## src/hw/rtl/fssi_pkg.sv

```systemverilog
// fssi_pkg: types, constants and command/status structs for the flow speed
// smoother and integrator. No dependencies.
package fssi_pkg;

    localparam int WINDOW_DEF = 10;
    localparam logic [15:0] CENTER_RST   = 16'd1500;
    localparam logic [14:0] DEADBAND_RST = 15'd35;
    localparam logic [19:0] TAU_RST      = 20'd15916;
    localparam int ALPHA_W = 17;
    localparam int DIV_STEPS = 17;

    localparam logic [1:0] REG_CENTER   = 2'd0;
    localparam logic [1:0] REG_DEADBAND = 2'd1;
    localparam logic [1:0] REG_TAU      = 2'd2;

    localparam logic signed [47:0] POS_MAX = {1'b0, {47{1'b1}}};
    localparam logic signed [47:0] POS_MIN = {1'b1, {47{1'b0}}};

    typedef enum logic [2:0] {
        ST_IDLE,
        ST_SUM,
        ST_DIV,
        ST_AVG,
        ST_FILT,
        ST_INTEG,
        ST_OUT
    } fssi_state_t;

    typedef struct packed {
        logic load;
        logic sum_step;
        logic div_step;
        logic avg;
        logic filt;
        logic integ;
        logic emit;
    } fssi_cmd_t;

    typedef struct packed {
        logic skip;
        logic sum_done;
        logic div_done;
        logic out_free;
    } fssi_sts_t;

endpackage

```

## src/hw/rtl/fssi_ctrl.sv

```systemverilog
// fssi_ctrl: sequencing state machine for the smoother datapath.
// Depends on fssi_pkg.
module fssi_ctrl (
    input  logic                aclk,
    input  logic                aresetn,
    input  logic                in_valid,
    output logic                in_ready,
    input  fssi_pkg::fssi_sts_t sts,
    output fssi_pkg::fssi_cmd_t cmd
);
    import fssi_pkg::*;

    fssi_state_t state_reg, state_next;

    always_ff @(posedge aclk) begin
        if (!aresetn) begin
            state_reg <= ST_IDLE;
        end else begin
            state_reg <= state_next;
        end
    end

    always_comb begin
        state_next = state_reg;
        case (state_reg)
            ST_IDLE: begin
                if (in_valid && !sts.skip) state_next = ST_SUM;
            end
            ST_SUM: begin
                if (sts.sum_done) state_next = ST_DIV;
            end
            ST_DIV: begin
                if (sts.div_done) state_next = ST_AVG;
            end
            ST_AVG:   state_next = ST_FILT;
            ST_FILT:  state_next = ST_INTEG;
            ST_INTEG: state_next = ST_OUT;
            ST_OUT: begin
                if (sts.out_free) state_next = ST_IDLE;
            end
            default: state_next = ST_IDLE;
        endcase
    end

    always_comb begin
        cmd = '0;
        in_ready = 1'b0;
        case (state_reg)
            ST_IDLE: begin
                in_ready = 1'b1;
                cmd.load = in_valid;
            end
            ST_SUM:   cmd.sum_step = 1'b1;
            ST_DIV:   cmd.div_step = 1'b1;
            ST_AVG:   cmd.avg = 1'b1;
            ST_FILT:  cmd.filt = 1'b1;
            ST_INTEG: cmd.integ = 1'b1;
            ST_OUT:   cmd.emit = sts.out_free;
            default: ;
        endcase
    end

endmodule

```

## config.mk

```make
export PLATFORM = sky130hd
export DESIGN_NAME = fssi_ctrl
export DESIGN_NICKNAME = d
export VERILOG_FILES = /design/src/hw/rtl/fssi_pkg.sv /design/src/hw/rtl/fssi_ctrl.sv
export SDC_FILE = /design/constraint.sdc
export NUM_CORES = 1
export LEC_CHECK = 0
export BUFFER_PORTS_ARGS = -buffer_cell sky130_fd_sc_hd__buf_2
export CORE_AREA = 4 4 41 43
export CTS_CLUSTER_SIZE = 24
export DETAILED_ROUTE_END_ITERATION = 8
export DIE_AREA = 0 0 45 47
export GPL_ROUTABILITY_DRIVEN = 0
export PLACE_DENSITY_LB_ADDON = 0.08
export RECOVER_POWER = 100
export SLEW_MARGIN = 20
export SYNTH_ARGS = -nofsm -noshare
export SYNTH_HDL_FRONTEND = slang
export SYNTH_SLANG_ARGS = --single-unit
```

## constraint.sdc

```tcl
create_clock -name aclk -period 3.1 [get_ports aclk]
set_clock_uncertainty 0.2 [all_clocks]
set_input_delay 0.31 -clock aclk [delete_from_list [all_inputs] [get_ports aclk]]
set_output_delay 0.31 -clock aclk [all_outputs]
set_load 0.005 [all_outputs]
```

---- After elaboration in Yosys (flattened, before gate mapping) ----
Index checks and enable logic that the tools add are counted.
storage, ports and cells
  word-level logic and storage cells ...... 28
  bits in latches ......................... 0
  memories kept ........................... 0
  register bits ........................... 3
  bits in writable memories ............... 0
  ROM bits ................................ 0
cells by class
  equal/unequal tests ..................... 10
  bitwise logic cells ..................... 0
  divide/modulo/power cells ............... 0
  mux-type cells .......................... 13
  shifts and indexed selects .............. 0
  $lt $le $gt $ge ......................... 0
  multiply operators ...................... 0
  reduce and logical (&&, ||, !) cells .... 4
  $add $sub $neg .......................... 0
operators by type and width
  cell                                                  number
  one-hot mux 3 bit (7 select lines)                    1
  two-way mux 3 bit                                     4
  equality test 3 bit (second input constant)           3
  two-way mux 1 bit                                     8
  != test 2 bit (second input constant)                 4
  equality test 3 x 2 -> 1 bit (second input constant)  2
  AND reduction 4 bit                                   1
  equality test 3 x 1 -> 1 bit (second input constant)  1
  logical NOT 3 bit                                     1
  logical AND 1 bit                                     1
  logical NOT 1 bit                                     1

---- Longest topological paths before layout ----
  depth in word-level cells ............... 4
  depth in mapped cells ................... 4
  mapped depth without buffers ............ 3

---- Worst setup path before layout ----
No wires, ideal clock.
  path kind ............................... register to output
  start ................................... register state_reg[0]
  end ..................................... output port cmd[6] (netlist name)
  arrival time ............................ 0.870 ns
  stages on the path, launching flop included .. 4
  slack ................................... 1.720 ns
  data required time ...................... 2.590 ns
  cells stage by stage .................... dfxtp_1 buf_4 nor3_1 and2_1
RTL lines
  element                 line             text
  from (decl)             fssi_ctrl.sv:13  fssi_state_t state_reg, state_next;
  from (signal assigned)  fssi_ctrl.sv:19  state_reg <= state_next;
  to (decl)               fssi_ctrl.sv:9   output fssi_pkg::fssi_cmd_t cmd

==> flow_summary_export.csv <==
group,metric,value,unit
drt,drt-total-wl,645,µm
setup_path,path_class,"reg -> out",
timing,timing_hold_violations_final,0,
synth,yosys-top-cells-count,"sky130_fd_sc_hd__nor3_1 (4), sky130_fd_sc_hd__dfxtp_1 (3)",
synth,net_count_after_synthesis,35,
finish,layout-drive-gt1-share,0.250,
finish,insertedDiodeCount,0,
drt,drcViolationCount,0,
synth,synth_ff_type,"sky130_fd_sc_hd__dfxtp_1",
setup_path,regToRegEndpoint,"state_reg[1]",
job,max_cap_violations,0,
synth,synthesis.instances,28,
synth,netlist-cell-type-count,18,
clock_tree,postCtsHoldBufs,0,
die,io_pins,15,
hold_path,min_delay_worst_endpoint,"state_reg[0]",
die,die_width,45,µm
setup_path,crit_family,"flip-flops",
die,starting_density_of_the_core,0.163,
timing,number_of_slew_limit_violations_in_the_final_report,0,
timing,fin_worst_hold_slack,0.112,ns
synth,xor_and_xnor_area_share_after_synthesis,0,
setup_path,worstPathMaxFanout,10,
setup_path,regToRegSetupSlack,1.85,ns
setup_path,worstPathArrival,1.20,ns
setup_path,critical_path.reg2reg.startpoint,"state_reg[1]",
setup_path,cp_slowest_cell,"sky130_fd_sc_hd__dfxtp_1",
synth,synthSimpleGateAreaFrac,0.320,
grt,gr-total-overflow,0,
hold_path,worst_hold_path_type,"in -> reg",
clock_tree,postcts_resize_cnt,0,
grt,grt_pass1_wl,945,µm
grt,initial_antenna_violation_count,0,
die,floorplan.rows,13,
status,run_status,"complete, no violations",
synth,synth_fa_ha_area_frac,0,
setup_path,path_cells,"inv_1 > nor3_1 > clkbuf_1",
power,power.density,468,mW/mm²
synth,synth_top_family_by_area,"simple AND/OR/NAND/NOR gates",
drt,detailroute.via_count,253,
timing,final-setup-viol-count,0,
drt,post_dr_wirelength_cell,10.9,µm
timing,final.setup.tns,0,ns
synth,syn_avg_cell_area,7.55,µm²
grt,grt_max_degree,13,
die,die-height,47,µm
drt,routed_via_density,4.29,
synth,synth_enable_flop_cells,0,
setup_path,startpoint_type,"flip-flop",
die,dieArea,0.00212,mm²
finish,number_of_nets_in_the_layout,52,
synth,yosys_reg_bits,3,
die,core-area,0.00130,mm²
setup_path,worst_setup_path_end_kind,"primary output",
grt,first_global_vias,220,
placed_design,post_place_cell_area,288,µm²
clock_tree,clk_latency,0.24,ns
synth,synthesis.yosys.warnings,0,
placed_design,hpwlAfterDp,479,µm
clock_tree,clkTransAtPathRegs,0.04,ns
synth,synth_largest_type_area_fraction,0.284,
clock_tree,cts.sink_count,3,
power,vdd_ir_drop_max,138,µV
drt,antenna_left,0,
synth,synth_compound_gate_area_share,0.302,
clock_tree,cts_tree,"done",
synth,ys_async_sr_fraction,0,
setup_path,critPathRequiredTime,2.59,ns
setup_path,cpPeakStageDelay,0.49,ns
timing,achievable-frequency,585,MHz
power,p_leak,0.000135,µW
clock_tree,cts_htree_levels,1,
timing,rsz0062_at_grt,"no",
synth,yosys.cell_count.top_type,"sky130_fd_sc_hd__nor3_1",
finish,largest_register_ff_count,3,
synth,yosys-mux-area-fraction,0,
timing,relative_slew_margins,0.760,
hold_path,min_delay_path_depth,3,
setup_path,worst-r2r-cell-count,3,
placed_design,port_buffers,14,
synth,synth.top_cells.by_area,"sky130_fd_sc_hd__dfxtp_1 (28%), sky130_fd_sc_hd__nor3_1 (9.5%), sky130_fd_sc_hd__a211oi_2 (5.9%), sky130_fd_sc_hd__and3_1 (5.9%), sky130_fd_sc_hd__nor2b_1 (5.9%)",
clock_tree,clock-root-buffer,"sky130_fd_sc_hd__clkbuf_4",
timing,finalCriticalPeriod,1.71,ns
synth,netlist_area,211,µm²
timing,fin_crit_sh,0.551,
synth,synth_top_area_cell,"sky130_fd_sc_hd__dfxtp_1",
clock_tree,max-clock-path-buffers,2,
finish,area.growth.synth_to_final,44.4,%
drt,drt_iter0_markers,5,
timing,tightest_slew,0.359,ns
finish,layout.cell_area.non_filler,305,µm²
clock_tree,cts_bufs_inserted,3,
clock_tree,post-cts-setup-buffer-count,0,
setup_path,cp_num_buf_inv,2,
hold_path,hp-start,"aresetn",
synth,synth_seq_area_share,0.284,
grt,global_route_usage_sum,0.0686,
power,post-layout-total-power,143,µW
drt,drt_pass_1_iters,2,
## worst register-to-register path: stages, from the launching register on
cell and delay, ns:
sky130_fd_sc_hd__dfxtp_1 0.45, sky130_fd_sc_hd__inv_1 0.17, sky130_fd_sc_hd__o211a_1 0.16, sky130_fd_sc_hd__o21a_1 0.16
## layer usage
layer  up-vias  global-route usage  share of wire
li1        132                   -              -
met1       110              0.0747           0.47
met2         9              0.0904           0.43
met3         2              0.0268          0.087
met4         0              0.0877         0.0062
met5         -                   0              0
## worst max path at each step
stage | startpoint | slack, ns | cells past startpoint | endpoint
6_report | state_reg[2] | 1.39 | 3 | cmd[0]
5_1_grt | state_reg[0] | 1.29 | 3 | cmd[6]
4_1_cts | state_reg[2] | 1.39 | 3 | cmd[0]
3_5_place_dp | state_reg[2] | 1.65 | 3 | cmd[0]
3_3_place_gp | state_reg[0] | 1.68 | 3 | cmd[6]
2_1_floorplan | state_reg[0] | 1.72 | 3 | cmd[6]
## where the power goes
group          switching (µW)  internal [µW]  leakage [µW]  total, µW
Sequential               6.49           41.4     0.0000245       47.9
Combinational            11.4           12.5     0.0000959       23.9
Clock                    22.6           48.4     0.0000150       71.0
## cells by family after synthesis
family	count (synthesis)
compound gates	9
flops	3
buf+inv	4
simple gates	12
## cells in the final DEF (no fill, tap or decap), types with 3 or more instances in the layout
cell	n
sky130_fd_sc_hd__clkbuf_1	8
sky130_fd_sc_hd__nor3_1	4
sky130_fd_sc_hd__dfxtp_1	3
sky130_fd_sc_hd__clkbuf_4	3
sky130_fd_sc_hd__buf_2	7
## through the flow
step / cells / utilization / setup slack [ns]
floorplan: 28 / - / 1.72
global placement: 55 / 0.221 / 1.68
detailed placement: 55 / 0.221 / 1.65
CTS: 59 / 0.241 / 1.39
global route: 59 / 0.235 / 1.29
finish: 59 / 0.235 / 1.39
## final cells by class
| class | instances | area, µm² |
|---|---|---|
| clock buffer | 4 | 26.3 |
| fill | 165 | 996 |
| inverter | 2 | 7.51 |
| multi-input combinational | 21 | 131 |
| sequential | 3 | 60.1 |
| tap | 15 | 18.8 |
| timing repair buffer | 14 | 61.3 |
Power figures use the tool's default switching activity.
