===== src/hw/rtl/fssi_pkg.sv =====
// fssi_pkg: types, constants and command/status structs for the flow speed
// smoother and integrator. No dependencies.
package fssi_pkg;

    localparam int WINDOW_DEF = 10;
    localparam logic [15:0] CENTER_RST   = 16'd1500;
    localparam logic [14:0] DEADBAND_RST = 15'd35;
    localparam logic [19:0] TAU_RST      = 20'd15916;
    localparam int ALPHA_W = 17;
    localparam int DIV_STEPS = 17;

    localparam logic [1:0] REG_CENTER   = 2'd0;
    localparam logic [1:0] REG_DEADBAND = 2'd1;
    localparam logic [1:0] REG_TAU      = 2'd2;

    localparam logic signed [47:0] POS_MAX = {1'b0, {47{1'b1}}};
    localparam logic signed [47:0] POS_MIN = {1'b1, {47{1'b0}}};

    typedef enum logic [2:0] {
        ST_IDLE,
        ST_SUM,
        ST_DIV,
        ST_AVG,
        ST_FILT,
        ST_INTEG,
        ST_OUT
    } fssi_state_t;

    typedef struct packed {
        logic load;
        logic sum_step;
        logic div_step;
        logic avg;
        logic filt;
        logic integ;
        logic emit;
    } fssi_cmd_t;

    typedef struct packed {
        logic skip;
        logic sum_done;
        logic div_done;
        logic out_free;
    } fssi_sts_t;

endpackage


===== src/hw/rtl/fssi_regs.sv =====
// fssi_regs: APB configuration registers for center, deadband and tau.
// Depends on fssi_pkg.
module fssi_regs (
    input  logic        aclk,
    input  logic        aresetn,
    input  logic        psel,
    input  logic        penable,
    input  logic        pwrite,
    input  logic [3:0]  paddr,
    input  logic [31:0] pwdata,
    output logic [31:0] prdata,
    output logic        pready,
    output logic [15:0] cfg_center,
    output logic [14:0] cfg_deadband,
    output logic [19:0] cfg_tau
);
    import fssi_pkg::*;

    logic [15:0] center_reg;
    logic [14:0] deadband_reg;
    logic [19:0] tau_reg;

    assign pready = 1'b1;

    always_ff @(posedge aclk) begin
        if (!aresetn) begin
            center_reg <= CENTER_RST;
            deadband_reg <= DEADBAND_RST;
            tau_reg <= TAU_RST;
        end else if (psel && penable && pwrite && paddr[1:0] == 2'b00) begin
            case (paddr[3:2])
                REG_CENTER:   center_reg <= pwdata[15:0];
                REG_DEADBAND: deadband_reg <= pwdata[14:0];
                REG_TAU:      tau_reg <= pwdata[19:0];
                default: ;
            endcase
        end
    end

    always_comb begin
        case (paddr[3:2])
            REG_CENTER:   prdata = {16'd0, center_reg};
            REG_DEADBAND: prdata = {17'd0, deadband_reg};
            REG_TAU:      prdata = {12'd0, tau_reg};
            default:      prdata = '0;
        endcase
    end

    assign cfg_center = center_reg;
    assign cfg_deadband = deadband_reg;
    assign cfg_tau = tau_reg;

endmodule


===== config.mk =====
export PLATFORM = sky130hd
export DESIGN_NAME = fssi_regs
export DESIGN_NICKNAME = d
export VERILOG_FILES = /design/src/hw/rtl/fssi_pkg.sv /design/src/hw/rtl/fssi_regs.sv
export SDC_FILE = /design/constraint.sdc
export NUM_CORES = 1
export LEC_CHECK = 0
export BUFFER_PORTS_ARGS = -buffer_cell sky130_fd_sc_hd__buf_2
export CELL_PAD_IN_SITES_DETAIL_PLACEMENT = 2
export CELL_PAD_IN_SITES_GLOBAL_PLACEMENT = 2
export CORE_MARGIN = 3
export CORE_UTILIZATION = 25
export DETAILED_ROUTE_END_ITERATION = 10
export HOLD_SLACK_MARGIN = 0.05
export PLACE_DENSITY = 0.78
export SLEW_MARGIN = 20
export SYNTH_ARGS = -nofsm -noshare
export SYNTH_HDL_FRONTEND = slang
export SYNTH_SLANG_ARGS = --single-unit

===== constraint.sdc =====
create_clock -name aclk -period 1.7 [get_ports aclk]
set_clock_uncertainty 0.1 [all_clocks]
set_input_delay 0 -clock aclk [delete_from_list [all_inputs] [get_ports aclk]]
set_output_delay 0 -clock aclk [all_outputs]
set_load 0.01 [all_outputs]

After elaboration in Yosys (flattened, before gate mapping)
Cells that the tools add are included.
{"block": "word_totals", "regBits": 51, "out_inout_bits": 84, "wordCells": 14, "input_bits": 41}
{"block": "op_classes", "muxes": 1, "n_reduce_logical": 8, "n_eq_ne": 2}
{"op": "$pmux W20 S3", "n": 1}
{"op": "$reduce_and A2 Y1", "n": 3}
{"op": "$logic_not A2 Y1", "n": 2}
{"op": "$logic_and A1 B1 Y1", "n": 3}
{"op": "$eq A2 B1 Y1 const B", "n": 1}
{"op": "$eq A2 B2 Y1 const B", "n": 1}

Longest topological paths before layout
Gate-level depths: netlist of run 1.
{"block": "logic_depth", "ltp_word": 4, "depth_mapped": 7, "mapped_depth_nobuf": 3}

Worst setup path after synthesis of run 1
No wires, ideal clock.
{"block": "synth_path", "kind": "in2reg", "start": "in paddr[2]", "end": "reg center_reg[0], in the netlist cfg_center[0]", "setup_slack_ns": 0.499, "required_ns": 1.528, "arrival_time_ns": 1.030, "setup_time_ns": 0.072, "cell_stages": 5, "cell_sequence": "buf_6 nor4_4 and2_1 buf_6 mux2i_1"}
{"block": "synth_via", "elab_chain_cells": 2}
{"element": "start: declaration", "line": "fssi_regs.sv:9", "rtl": "input logic [3:0] paddr,"}
{"element": "$logic_not A2 Y1", "line": "fssi_regs.sv:31", "rtl": "case (paddr[3:2])"}
{"element": "$reduce_and A2 Y1 (no source line)"}
{"element": "end signal: assignment", "line": "fssi_regs.sv:32", "rtl": "REG_CENTER: center_reg <= pwdata[15:0];"}
{"element": "end: declaration", "line": "fssi_regs.sv:19", "rtl": "logic [15:0] center_reg;"}
No other way between the ends.
A chain may end at the register's enable or synchronous reset.

Worst setup path in the final report of run 1
{"block": "layout_path", "start": "reg center_reg[8], in the netlist cfg_center[8]", "end": "out prdata[8]"}
{"block": "layout_via", "elab_chain_cells": 1}
{"element": "$pmux W20 S3", "line": "fssi_regs.sv:41", "rtl": "case (paddr[3:2])"}
{"element": "end: declaration", "line": "fssi_regs.sv:11", "rtl": "output logic [31:0] prdata,"}
No other way between the ends.

==> results of run 1 <==
==> sequential cells by signal, summed over array words and instances (netlist names) <==
signal        flops
cfg_center       16
cfg_tau          20
cfg_deadband     15
==> report_power, final <==
group	internal (uW)	switching, uW
logic	123	159
clock network	289	413
registers	1200	4.04
==> stage by stage <==
step | setup WS [ns] | hold WS (ns) | area (um2)
3_3_place_gp | 0.379 | 0.151 | 3120
4_1_cts | 0.409 | 0.0747 | 3400
3_5_place_dp | 0.326 | 0.162 | 3120
6_report | 0.329 | 0.0793 | 3400
2_1_floorplan | 0.499 | 0.0421 | 2570
5_1_grt | 0.235 | 0.105 | 3400
==> kinds of logic (layout without fill, tap and decap cells) <==
| group | Yosys count | after routing | share of synthesized area [%] |
|---|---|---|---|
| simple gates | 111 | 111 | 20.9 |
| mux | 60 | 60 | 23.8 |
| flops | 51 | 51 | 40.4 |
| buf+inv | 38 | 143 | 9.30 |
| compound gates | 25 | 25 | 5.34 |
| other cells | 2 | 13 | 0.297 |
==> cell type report <==
| type | count | share of cell area, % |
|---|---|---|
| clock inverters | 2 | 0.368 |
| multi-input cells | 209 | 38.7 |
| flip-flops and latches | 51 | 30.0 |
| clock buffers | 6 | 2.13 |
| repair buffers | 131 | 23.5 |
| inverters | 4 | 0.441 |
| well taps | 133 | 4.89 |
==> how the worst max path moves through the flow <==
| stage | from | end |
|---|---|---|
| 4_1_cts | cfg_tau[11] | prdata[11] |
| 6_report | cfg_center[8] | prdata[8] |
| 3_5_place_dp | paddr[2] | cfg_tau[13] |
| 2_1_floorplan | paddr[2] | cfg_center[0] |
| 5_1_grt | cfg_tau[11] | prdata[11] |
| 3_3_place_gp | paddr[2] | cfg_tau[13] |
==> critical path: stages, from the launching register on <==
cell and delay (ns):
dfxtp_1 0.37, mux2i_1 0.09, o21ai_0 0.30, buf_2 0.22
==> synth_stat cells <==
library cell,number,area share [%]
nand2_1,68,10
mux2i_1,60,24
dfxtp_1,51,40
nor2b_1,22,5.4
buf_4,15,4.5
o21ai_0,15,3.0
clkbuf_1,10,1.5
a21oi_1,6,1.2
and2_1,5,1.2
buf_2,5,0.99
nand3_1,5,0.99
buf_6,4,1.8
inv_1,4,0.59
o211ai_1,4,1.2
and3_1,3,0.74
nand2b_1,3,0.74
conb_1,2,0.30
nor2_1,2,0.30
and2b_1,1,0.30
nand2_2,1,0.25
nor4_4,1,0.84
==> metal layers <==
layer / up-vias / GRT usage, %
met3: 2 / 2.71
met1: 1156 / 17.5
met4: 0 / 2.47
met2: 67 / 30.8
met5: - / 0
li1: 1154 / -
==> results_dict.tcl, run 1 <==
set metrics [dict create \
    status "complete, no violations" \
    drc 0 \
    cp.required_ns 1.60 \
    cp-end-kind "output port" \
    ys_seq_area_share_pct 40.4 \
    grt_use_total_pct 15.6 \
    hp-start "aresetn" \
    cp.arrival_ns 1.27 \
    fmaxAchievable_mhz 730 \
    grt_overflow 0 \
    tritoncts "built" \
    postCtsSetupBuffers 0 \
    cts.sinks 51 \
    max_cap_violations 0 \
    crit_path_start_kind "flip-flop" \
    finalPower_uw 2190 \
    cts_resized 0 \
    fin_util_pct 34.6 \
    r2r-start "cfg_center[10]" \
    fin_nets 443 \
    r2r_cells 3 \
    die_h_um 107 \
    syn_area_per_cell_um2 8.81 \
    core_area_um2 9820 \
    layout_commonest_cell "buf_2" \
    netlist_area_um2 2530 \
    antenna_cells 0 \
    path_class "reg2out" \
    post_drt_wl_per_cell_um 16.0 \
    fin_crit_sh_pct 80.6 \
    grt_pass1_vias 2667 \
    rsz0062_at_grt "no" \
    cts_made_buffers 5 \
    placed_cells 508 \
    avgViaCountPerCell 4.44 \
    finalSetupViolCount 0 \
    drt-met1-wl_mm 3.56 \
    vdd_ir_drop_max_mv 0.228 \
    route.met3.wl_um 349 \
    yosysWarnings 0 \
    cts_hold_buffers 20 \
    firstDrtPassIters 4 \
    fin_cells 536 \
    area_growth_pct 34.5 \
    ys_ff_latch 51 \
    grt_pass1_wl_mm 14.1 \
    synth.distinct_cells 21 \
    die_area_um2 11400 \
    final-max-slew-violation-count 0 \
    holdPathStages 3 \
    drive_above_1_share_pct 30.0 \
    r2r_setup_slack_ns 0.83 \
    fillCellCount 1193 \
    timing.final.hold_violations 0 \
    grt_max_degree 82 \
    die_w_um 107 \
    routed.top_layer "met4" \
    htree_levels 2 \
    leakage_uw 0.00161 \
    clkTransAtPathRegs_ns 0.09 \
    worstHoldPathType "in2reg" \
    rr_endpoint "cfg_center[10]" \
    clock_latency_ns 0.30 \
    period_needed_ns 1.37 \
    port_buffers 99 \
    antenna_left 0 \
    drt-total-wl_mm 8.59 \
    root_buffer "clkbuf_8" \
    clock_path_buffers 2 \
    regArea_um2 1020 \
    drt_iter0_markers 59 \
    io_pins 125 \
    multi_input_area_um2 1320 \
    antenna_found_initial 0 \
    routed-wl-met2_mm 4.65 \
    num_vias 2379 \
    worstPathMaxFanout 3 \
    gp_congestion 0.683 \
    p_per_area_nw_per_um2 643 \
    setup_tns_ns 0 \
    row_count 36 \
    dpl.hpwl_mm 6.14 \
    synth_cells 287 \
    layout_common_cells "buf_2, nand2_1, mux2i_1" \
    min_to "cfg_center[6]" \
    start_util_pct 25.8 \
]
No activity file was read; power rests on OpenSTA's default activity.
==> run 2, diff against run 1 <==
--- a/config.mk
+++ b/config.mk
@@ -9,10 +9,10 @@
 export CELL_PAD_IN_SITES_DETAIL_PLACEMENT = 2
 export CELL_PAD_IN_SITES_GLOBAL_PLACEMENT = 2
 export CORE_MARGIN = 3
-export CORE_UTILIZATION = 25
+export CORE_UTILIZATION = 23
 export DETAILED_ROUTE_END_ITERATION = 10
 export HOLD_SLACK_MARGIN = 0.05
-export PLACE_DENSITY = 0.78
+export PLACE_DENSITY = 0.76
 export SLEW_MARGIN = 20
 export SYNTH_ARGS = -nofsm -noshare
 export SYNTH_HDL_FRONTEND = slang
==> constraint.sdc (replaced) <==
create_clock -name aclk -period 1.1 [get_ports aclk]
set_clock_uncertainty 0.1 [all_clocks]
set_input_delay 0 -clock aclk [delete_from_list [all_inputs] [get_ports aclk]]
set_output_delay 0 -clock aclk [all_outputs]
set_load 0.01 [all_outputs]
==> results_dict.tcl, run 2 (synthesis results as in run 1) <==
set metrics [dict create \
    timing.final.hold_violations 0 \
    start_util_pct 24.1 \
    htree_levels 2 \
    max_cap_violations 0 \
    core_area_um2 10500 \
    p_per_area_nw_per_um2 929 \
    gp_congestion 0.701 \
    timing.final.ws_setup_ns -0.0360 \
    period_needed_ns 1.14 \
    status "complete, but fails checks" \
    antenna_found_initial 0 \
    final-max-slew-violation-count 0 \
    drt_iter0_markers 49 \
    avgViaCountPerCell 4.35 \
    num_vias 2512 \
    firstDrtPassIters 4 \
    die_h_um 111 \
    fmaxAchievable_mhz 880 \
    use_met3_pct 3.00 \
    clock_path_buffers 2 \
    grt_overflow 0 \
    clock_latency_ns 0.30 \
    grt_use_total_pct 14.9 \
    crit_path_start_kind "flip-flop" \
    io_pins 125 \
    busiest_layer "met2" \
    layout_common_cells "buf_2, nand2_1, mux2i_1" \
    worstPathMaxFanout 2 \
    fin_crit_sh_pct 103 \
    leakage_uw 0.00181 \
    grt_max_degree 41 \
    vdd_ir_drop_max_mv 0.471 \
    cp.arrival_ns 1.04 \
    finalSetupViolCount 7 \
    die_area_um2 12300 \
    path_class "reg2out" \
    cts.sinks 51 \
    root_buffer "clkbuf_8" \
    layout_commonest_cell "buf_2" \
    dpl.hpwl_mm 6.72 \
    violations "setup timing" \
    grt_use_met2_pct 27.6 \
    die_w_um 111 \
    drt-total-wl_mm 9.25 \
    clkTransAtPathRegs_ns 0.09 \
    rsz0062_at_grt "yes" \
    drive_above_1_share_pct 43.1 \
    cp-end-kind "output port" \
    grt_use_met1_pct 17.7 \
    finalPower_uw 3520 \
    grt_pass1_vias 2690 \
    row_count 37 \
    drc 0 \
    whs_ns 0.0650 \
    post_drt_wl_per_cell_um 16.0 \
    setup_tns_ns -0.145 \
    tritoncts "built" \
    cp.required_ns 1.00 \
    antenna_left 0 \
    largest_reg_flops 20 \
    cts_made_buffers 5 \
    fin_nets 481 \
    worstHoldPathType "in2reg" \
    port_buffers 99 \
    grt_pass1_wl_mm 14.8 \
    area_growth_pct 49.9 \
    antenna_cells 0 \
]
run 2: cell types whose count changed in the layout (fill, tap and decap cells not counted), moves of 3 or more:
cell	delta
dlygate4sd3_1	+3
buf_4	+32
buf_12	+3
o21ai_1	+15
dfxtp_1	-33
dfxtp_2	+33
o21ai_0	-15
run 2: path summary, 6_finish.rpt:
path | slack (ns) | to | cells past startpoint | from
worst min register to register | 0.38 | cfg_tau[8] | 2 | cfg_tau[8]
worst max-delay path | -0.04 | prdata[13] | 3 | cfg_center[13]
worst min-delay path | 0.06 | cfg_center[4] | 3 | aresetn
worst max register to register | 0.13 | cfg_center[10] | 4 | cfg_center[10]
run 2: routing by layer:
metal  vias to the layer above  routed length [um]
met4                         0                  97
met5                         -                   0
li1                       1225                   -
met3                         4                 414
met1                      1208                3940
met2                        75                4800
run 2: critical path, stage by stage, from the launching register on:
cell     delay, ns
dfxtp_2       0.36
mux2i_1       0.07
o21ai_1       0.15
buf_2         0.15
run 2: area by class of cell:
| type | instances | area (um2) |
|---|---|---|
| Fill cell | 1185 | 6720 |
| Clock buffer | 6 | 82.6 |
| Inverter | 4 | 15.0 |
| Clock inverter | 2 | 16.3 |
| Multi-Input combinational cell | 209 | 1320 |
| Sequential cell | 51 | 1060 |
| Tap cell | 136 | 170 |
| Timing Repair Buffer | 169 | 1130 |
run 2: timing repair:
action	CTS	global route
hold buffers	23	0
resized for setup	47	1
pin swaps	2	4
endpoints found under the hold margin	51	0
endpoints found under the setup margin	16	17
buffers inserted	24	2
run 2: power breakdown:
part	internal (uW)	switching, uW
registers	1850	5.68
logic	227	256
clock network	516	664
total	2600	926
run 2: stage by stage:
step / std cells / util [%] / setup slack, ns / instance area [um2]
after floorplan: 298 / - / -0.0961 / 2590
after global placement: 520 / 30.7 / -0.0540 / 3230
final: 577 / 36.1 / -0.0360 / 3790
after detailed placement: 520 / 30.7 / -0.120 / 3230
after CTS: 575 / 35.9 / -0.0555 / 3770
after global routing: 577 / 36.1 / -0.125 / 3790
